## config.mk

```make
export PLATFORM = sky130hd
export DESIGN_NAME = i2c_target_register_window_unit
export DESIGN_NICKNAME = d
export VERILOG_FILES = /design/src/hw/rtl/i2crw_pkg.sv /design/src/hw/rtl/i2crw_ram.sv /design/src/hw/rtl/i2c_target_register_window_unit.sv
export SDC_FILE = /design/constraint.sdc
export NUM_CORES = 2
export LEC_CHECK = 0
export BUFFER_PORTS_ARGS = -buffer_cell sky130_fd_sc_hd__buf_2
export CAP_MARGIN = 20
export CORE_ASPECT_RATIO = 0.7
export CORE_MARGIN = 1.5
export CORE_UTILIZATION = 40
export CTS_CLUSTER_DIAMETER = 50
export DETAILED_ROUTE_END_ITERATION = 10
export PLACE_DENSITY_LB_ADDON = 0.15
export SLEW_MARGIN = 20
export SYNTH_ARGS = -nofsm -noshare
export SYNTH_HDL_FRONTEND = slang
export SYNTH_HIERARCHICAL = 1
export SYNTH_SLANG_ARGS = --single-unit
```

## constraint.sdc

```tcl
create_clock -name clk -period 4.4 [get_ports clk]
set_input_delay 1.32 -clock clk [delete_from_list [all_inputs] [get_ports clk]]
set_output_delay 1.32 -clock clk [all_outputs]
set_load 0.005 [all_outputs]
```

## src/hw/rtl/i2crw_pkg.sv

```systemverilog
// ----------------------------------------------------------------------------
// i2crw_pkg
// Shared constants, item codes and helpers for the I2C target register window.
// ----------------------------------------------------------------------------
package i2crw_pkg;

  localparam int MAP_BYTES  = 128;
  localparam int CHIP_SLOTS = 8;

  localparam int MAP_AW = $clog2(MAP_BYTES);
  localparam int SLOT_W = (CHIP_SLOTS > 1) ? $clog2(CHIP_SLOTS) : 1;

  localparam logic [8:0] MAP_LIMIT  = 9'(MAP_BYTES);
  localparam logic [3:0] SLOT_LIMIT = 4'(CHIP_SLOTS);

  localparam logic [2:0] MODE_MATCH       = 3'd0;
  localparam logic [2:0] MODE_WRITE       = 3'd1;
  localparam logic [2:0] MODE_READ        = 3'd2;
  localparam logic [2:0] MODE_LOAD_MIRROR = 3'd3;
  localparam logic [2:0] MODE_LOAD_CHIP   = 3'd4;
  localparam logic [2:0] MODE_LOAD_BOARD  = 3'd5;

  localparam logic [7:0] FILL_BYTE = 8'hff;

  // bus address offset folded onto the populated slots
  function automatic logic [SLOT_W-1:0] slot_of(input logic [2:0] addr);
    logic [3:0] v;
    v = {1'b0, addr};
    for (int i = 0; i < 8; i++) begin
      if (v >= SLOT_LIMIT) begin
        v = v - SLOT_LIMIT;
      end
    end
    return v[SLOT_W-1:0];
  endfunction

endpackage

```

## src/hw/rtl/i2crw_ram.sv

```systemverilog
// ----------------------------------------------------------------------------
// i2crw_ram
// Generic single-write, single-read RAM with registered read data.
// ----------------------------------------------------------------------------
module i2crw_ram #(
  parameter int WIDTH = 8,
  parameter int DEPTH = 128
) (
  input  logic                     clk,
  input  logic                     we,
  input  logic [$clog2(DEPTH)-1:0] waddr,
  input  logic [WIDTH-1:0]         wdata,
  input  logic [$clog2(DEPTH)-1:0] raddr,
  output logic [WIDTH-1:0]         rdata
);

  logic [WIDTH-1:0] mem [DEPTH];
  logic [WIDTH-1:0] rdata_r;

  always_ff @(posedge clk) begin
    if (we) begin
      mem[waddr] <= wdata;
    end
    rdata_r <= mem[raddr];
  end

  assign rdata = rdata_r;

endmodule

```

## src/hw/rtl/i2c_target_register_window_unit.sv

```systemverilog
// ----------------------------------------------------------------------------
// i2c_target_register_window_unit
// A read item passes the input register, read stage and output register before
// out_valid strobes. Throughput: one item per cycle; busy never rises, mirror RAM
// read port sets the extra stage. Receiver cannot stall; results are not held.
// Reset (rst_n, sync, active low) clears pointer, slot, temps and mirror valid
// bits; chip_enabled resets to 0.
// ----------------------------------------------------------------------------
module i2c_target_register_window_unit
  import i2crw_pkg::*;
(
  input  logic       clk,
  input  logic       rst_n,
  input  logic       start,
  output logic       busy,
  input  logic [2:0] in_mode,
  input  logic [2:0] in_slave_address,
  input  logic       in_is_write,
  input  logic [7:0] in_data_byte,
  input  logic [6:0] in_store_index,
  input  logic [2:0] in_chip_slot,
  input  logic       cfg_we,
  input  logic       cfg_wdata,
  output logic       out_valid,
  output logic [7:0] out_read_data
);

  // input register
  logic       s1_vld_r;
  logic [2:0] s1_mode_r;
  logic [2:0] s1_addr_r;
  logic       s1_wr_r;
  logic [7:0] s1_data_r;
  logic [6:0] s1_sidx_r;
  logic [2:0] s1_slot_r;

  // state
  logic              chip_en_r;
  logic [7:0]        ptr_r, ptr_nxt;
  logic              pend_r, pend_nxt;
  logic [SLOT_W-1:0] sel_r, sel_nxt;
  logic [7:0]        ctemp_r [CHIP_SLOTS];
  logic [7:0]        btemp_r [CHIP_SLOTS];
  logic [MAP_BYTES-1:0] mvalid_r;

  // read stage
  logic       s2_vld_r, s2_vld_nxt;
  logic       s2_ram_r, s2_ram_nxt;
  logic       s2_hit_r, s2_hit_nxt;
  logic [7:0] s2_byte_r, s2_byte_nxt;

  logic       out_valid_r;
  logic [7:0] out_data_r;

  logic              ram_we;
  logic              ctemp_we, btemp_we;
  logic [8:0]        sidx_ext;
  logic [MAP_AW-1:0] ram_waddr;
  logic [MAP_AW-1:0] ram_raddr;
  logic [7:0]        ram_rdata;
  logic [SLOT_W-1:0] load_slot;

  assign busy      = 1'b0;
  assign sidx_ext  = {2'b00, s1_sidx_r};
  assign ram_waddr = sidx_ext[MAP_AW-1:0];
  assign ram_raddr = ptr_r[MAP_AW-1:0];
  assign load_slot = s1_slot_r[SLOT_W-1:0];

  always_ff @(posedge clk) begin
    if (!rst_n) begin
      s1_vld_r <= 1'b0;
    end else begin
      s1_vld_r <= start && !busy;
    end
    if (start && !busy) begin
      s1_mode_r <= in_mode;
      s1_addr_r <= in_slave_address;
      s1_wr_r   <= in_is_write;
      s1_data_r <= in_data_byte;
      s1_sidx_r <= in_store_index;
      s1_slot_r <= in_chip_slot;
    end
  end

  always_comb begin
    ptr_nxt     = ptr_r;
    pend_nxt    = pend_r;
    sel_nxt     = sel_r;
    ram_we      = 1'b0;
    ctemp_we    = 1'b0;
    btemp_we    = 1'b0;
    s2_vld_nxt  = 1'b0;
    s2_ram_nxt  = 1'b0;
    s2_hit_nxt  = 1'b0;
    s2_byte_nxt = FILL_BYTE;
    if (s1_vld_r) begin
      unique case (s1_mode_r)
        MODE_MATCH: begin
          sel_nxt = slot_of(s1_addr_r);
          if (s1_wr_r) begin
            pend_nxt = 1'b1;
          end
        end
        MODE_WRITE: begin
          if (pend_r) begin
            ptr_nxt  = s1_data_r;
            pend_nxt = 1'b0;
          end else begin
            ptr_nxt = ptr_r + 8'd1;
          end
        end
        MODE_READ: begin
          s2_vld_nxt = 1'b1;
          ptr_nxt    = ptr_r + 8'd1;
          priority if (!chip_en_r) begin
            s2_byte_nxt = ptr_r;
          end else if (ptr_r == 8'd0) begin
            s2_byte_nxt = ctemp_r[sel_r];
          end else if (ptr_r == 8'd1) begin
            s2_byte_nxt = btemp_r[sel_r];
          end else if ({1'b0, ptr_r} < MAP_LIMIT) begin
            s2_ram_nxt = 1'b1;
            s2_hit_nxt = mvalid_r[ram_raddr];
          end else begin
            s2_byte_nxt = FILL_BYTE;
          end
        end
        MODE_LOAD_MIRROR: ram_we   = (sidx_ext < MAP_LIMIT);
        MODE_LOAD_CHIP:   ctemp_we = ({1'b0, s1_slot_r} < SLOT_LIMIT);
        MODE_LOAD_BOARD:  btemp_we = ({1'b0, s1_slot_r} < SLOT_LIMIT);
        default: ;
      endcase
    end
  end

  always_ff @(posedge clk) begin
    if (!rst_n) begin
      chip_en_r   <= 1'b0;
      ptr_r       <= 8'd0;
      pend_r      <= 1'b0;
      sel_r       <= '0;
      mvalid_r    <= '0;
      s2_vld_r    <= 1'b0;
      out_valid_r <= 1'b0;
      for (int i = 0; i < CHIP_SLOTS; i++) begin
        ctemp_r[i] <= 8'd0;
        btemp_r[i] <= 8'd0;
      end
    end else begin
      if (cfg_we) begin
        chip_en_r <= cfg_wdata;
      end
      ptr_r       <= ptr_nxt;
      pend_r      <= pend_nxt;
      sel_r       <= sel_nxt;
      s2_vld_r    <= s2_vld_nxt;
      out_valid_r <= s2_vld_r;
      if (ram_we) begin
        mvalid_r[ram_waddr] <= 1'b1;
      end
      if (ctemp_we) begin
        ctemp_r[load_slot] <= s1_data_r;
      end
      if (btemp_we) begin
        btemp_r[load_slot] <= s1_data_r;
      end
    end
  end

  always_ff @(posedge clk) begin
    s2_ram_r  <= s2_ram_nxt;
    s2_hit_r  <= s2_hit_nxt;
    s2_byte_r <= s2_byte_nxt;
    if (s2_ram_r) begin
      out_data_r <= s2_hit_r ? ram_rdata : 8'd0;
    end else begin
      out_data_r <= s2_byte_r;
    end
  end

  i2crw_ram #(
    .WIDTH(8),
    .DEPTH(MAP_BYTES)
  ) u_mirror (
    .clk  (clk),
    .we   (ram_we),
    .waddr(ram_waddr),
    .wdata(s1_data_r),
    .raddr(ram_raddr),
    .rdata(ram_rdata)
  );

  assign out_valid     = out_valid_r;
  assign out_read_data = out_data_r;

`ifndef SYNTH
  a_read_strobes: assert property (@(posedge clk) disable iff (!rst_n)
    (s1_vld_r && s1_mode_r == MODE_READ) |-> ##2 out_valid_r)
    else $error("read item did not produce a result");

  a_strobe_from_read: assert property (@(posedge clk) disable iff (!rst_n)
    out_valid_r |-> $past(s1_vld_r && s1_mode_r == MODE_READ, 2))
    else $error("result without a read item");

  a_read_advances: assert property (@(posedge clk) disable iff (!rst_n)
    (s1_vld_r && s1_mode_r == MODE_READ) |=> (ptr_r == 8'($past(ptr_r) + 8'd1)))
    else $error("pointer did not advance on read");

  a_load_clears_pend: assert property (@(posedge clk) disable iff (!rst_n)
    (s1_vld_r && s1_mode_r == MODE_WRITE && pend_r) |=> (!pend_r && ptr_r == $past(s1_data_r)))
    else $error("pointer load failed");
`endif

endmodule

```

==> flow_summary.toml <==
[global_routing]
grt_pass1_wl_mm = 194.9
grt.overflow.total = 0
grt_max_degree = 146
grt.total_usage_pct = 20.05
grt_pass1_vias = 27550
antenna_found_initial = 9

[routing]
vias = 27420
wl_mm = 134.2
ant_nets = 0
vias_per_cell = 5.659
drtIter0Drc = 3079
drtPass1Iterations = 5
wl_per_cell_um = 27.69
drc_errors = 0

[run]
cap_viol_max_count = 0

[timing]
period_needed_ns = 3.274
final_max_slew_viol_count = 0
worstMarginPinSlew_ns = 1.108
finalHoldViolCount = 0
rsz0062_at_grt = "no"
maxClockFrequency_mhz = 305.4
setup-tns-final_ns = 0
fin_crit_sh_pct = 74.41
clock_skew_ns = 0.02219
setup_viol = 0
maxSlewHeadroom_pct = 26.01

[cts]
insertion_delay_ns = 0.77
cts_tree = "built"
cts_buffers = 137
clock_sinks = 1350
clk_pin_slew_ns = 0.06
htreeDepth = 4
cts-hold-fix-buffers = 0
cts.repair.resized = 0
post-cts-setup-buffers = 0
clockBufferDepth = 3
root_buffer = "clkbuf_16"

[power_and_ir_drop]
peakVddDrop_mv = 0.2647
total_power_w = 0.02672
leakage_nw = 18.83
power_per_cell_area_nw_per_um2 = 441.2

[synth]
syn_area_um2 = 53240
async_flop_share_pct = 0
yosys-top-cells-area = "edfxtp_1 (66%), mux4_2 (16%), dfxtp_1 (6.5%)"
synth_ff_type = "edfxtp_1"
synthDistinctLibCells = 56
synth-seq-cells = 1350
ys_seq_area_share_pct = 72.89
synth_top_cell_area_share_pct = 66.38
synth_edf_count = 1177
syn_nets = 2874
yosysWarnings = 6
synth.avg_cell_area_um2 = 18.74
synth_largest_area_cell = "edfxtp_1"
syn_inst = 2841

[worst_setup_path]
crit_top_cell = "mux4_2"
critical-path-top-delay-family = "multiplexers"
cp_cell_sequence = "buf_12, mux4_2, mux4_2, mux4_2, mux2_2"
critical_path_class = "reg -> reg"
cp_max_fo = 38
crit_path_start_kind = "register"
cpMaxStageDelayCell = "dfxtp_4"
end_kind = "register"
critPathMaxStageDelay_ns = 0.93
required_ns = 5.05
crit_arrival_ns = 3.92
crit_buf_inv = 1

[finish]
layout_common_cells = "edfxtp_1 (1177), nor2_1 (398), mux4_2 (380)"
syn2layout_area_growth_pct = 13.74
nNetsFinal = 3018
final_common_cell = "edfxtp_1"
fillers = 10970
drive_gt1_share_pct = 24.98

[worst_hold_path]
worstHoldPathType = "reg -> reg"

[floorplan]
dieHeight_um = 308.3
core_um2 = 131500
rows = 111
die_x_um = 439.1
start_util_pct = 40.48
die_area_um2 = 135300
pin_count = 40

[placement]
routabilityCongestion = 0.8013
io_buffers = 38
detailedPlacementHpwl_mm = 83.92

[status]
outcome = "finished, final reports clean"
## cell usage after synthesis (all sizes together), types with 2 or more instances
master     n
edfxtp  1177
mux2       8
a221o      2
nand3     28
a22o       3
nand2     54
nand2b    18
a22oi     16
a21oi     69
dfxtp    173
a211oi     2
clkbuf    91
nor4       2
nor2     401
and3       7
ha         3
o211ai     3
buf       75
and4b      2
inv       11
and2     132
nor3      25
nor3b      2
nand4      4
mux2i     40
a31oi     20
nor4b      2
o21ai     37
mux4     392
o31ai      2
a31o       2
nor2b     18
nand3b     6
## routing by layer
metal | global-route usage, % | up-vias | part of all wire (%)
met4 | 5.166 | 0 | 1.9
met3 | 4.008 | 182 | 7.3
met5 | 0 | - | 0
met2 | 28.82 | 940 | 44
met1 | 31.06 | 14710 | 47
li1 | - | 11590 | -
## power breakdown
group | internal [W] | switching [W]
clock network | 0.00669 | 0.00492
registers | 0.0140 | 0.0000656
logic | 0.000320 | 0.000682
## worst min-delay path: cells and delay by family (launching register included)
kind	cells	cell delay (ns)
AOI/OAI and AO/OA	1	0.05
buffers and inverters	1	0.04
DFF	1	0.30
## cell families (layout without fill, tap and decap cells)
kind of cell               count (synthesis)  count (layout)  synth area share (%)
AOI/OAI and AO/OA                        164             164                 1.805
muxes                                    440             440                 17.59
adders and majority gates                  3               3               0.07051
xor gates and xnor gates                   1               1               0.01645
buffers and inverters                    178             431                 1.520
and+or+nand+nor                          704             704                 6.108
DFF                                     1350            1350                 72.89
other                                      1               2              0.007043
## area by class of cell
cell class / instances / area, um^2 / area share [%]
repair buffers: 171 / 1414 / 2.335
diodes: 1 / 2.502 / 0.004132
clock buffers: 173 / 3734 / 6.165
well taps: 1751 / 2191 / 3.618
multi-input cells: 1313 / 13630 / 22.51
inverters: 12 / 47.55 / 0.07851
flip-flops and latches: 1350 / 38830 / 64.12
clock inverters: 75 / 708.2 / 1.169
## sequential cells by signal, summed over array words and instances, names as in the netlist, 3 cells and up, named ones only
signal / flops
ptr_r: 8
u_mirror/rdata: 8
s1_addr_r: 3
s1_mode_r: 3
mvalid_r: 128
ctemp_r: 64
btemp_r: 64
out_read_data: 8
u_mirror/mem: 1024
s2_byte_r: 8
load_slot: 3
sel_r: 3
s1_data_r: 8
ram_waddr: 7
## per-stage QoR
step	instance area, um^2	worst slack [ns]	util, %	std cells	hold slack (ns)
final	60560	1.126	46.04	4846	0.4356
after global routing	60560	1.022	46.04	4845	0.4665
after CTS	60550	1.058	46.04	4845	0.4399
after detailed placement	56110	0.9671	42.66	4597	0.4317
after global placement	56100	1.002	42.66	4597	0.4350
after floorplan	53240	1.505	-	2841	0.4014
## path summary, 6_finish.rpt
check             cells after the start  slack, ns           endpoint    startpoint
setup reg to reg                      5       1.13  u_mirror/rdata[4]      ptr_r[2]
hold reg to reg                       2       0.44   out_read_data[3]  s2_byte_r[3]
hold / removal                        2       0.44   out_read_data[3]  s2_byte_r[3]
setup / recovery                      5       1.13  u_mirror/rdata[4]      ptr_r[2]
No activity file was read; power rests on OpenSTA's default activity.
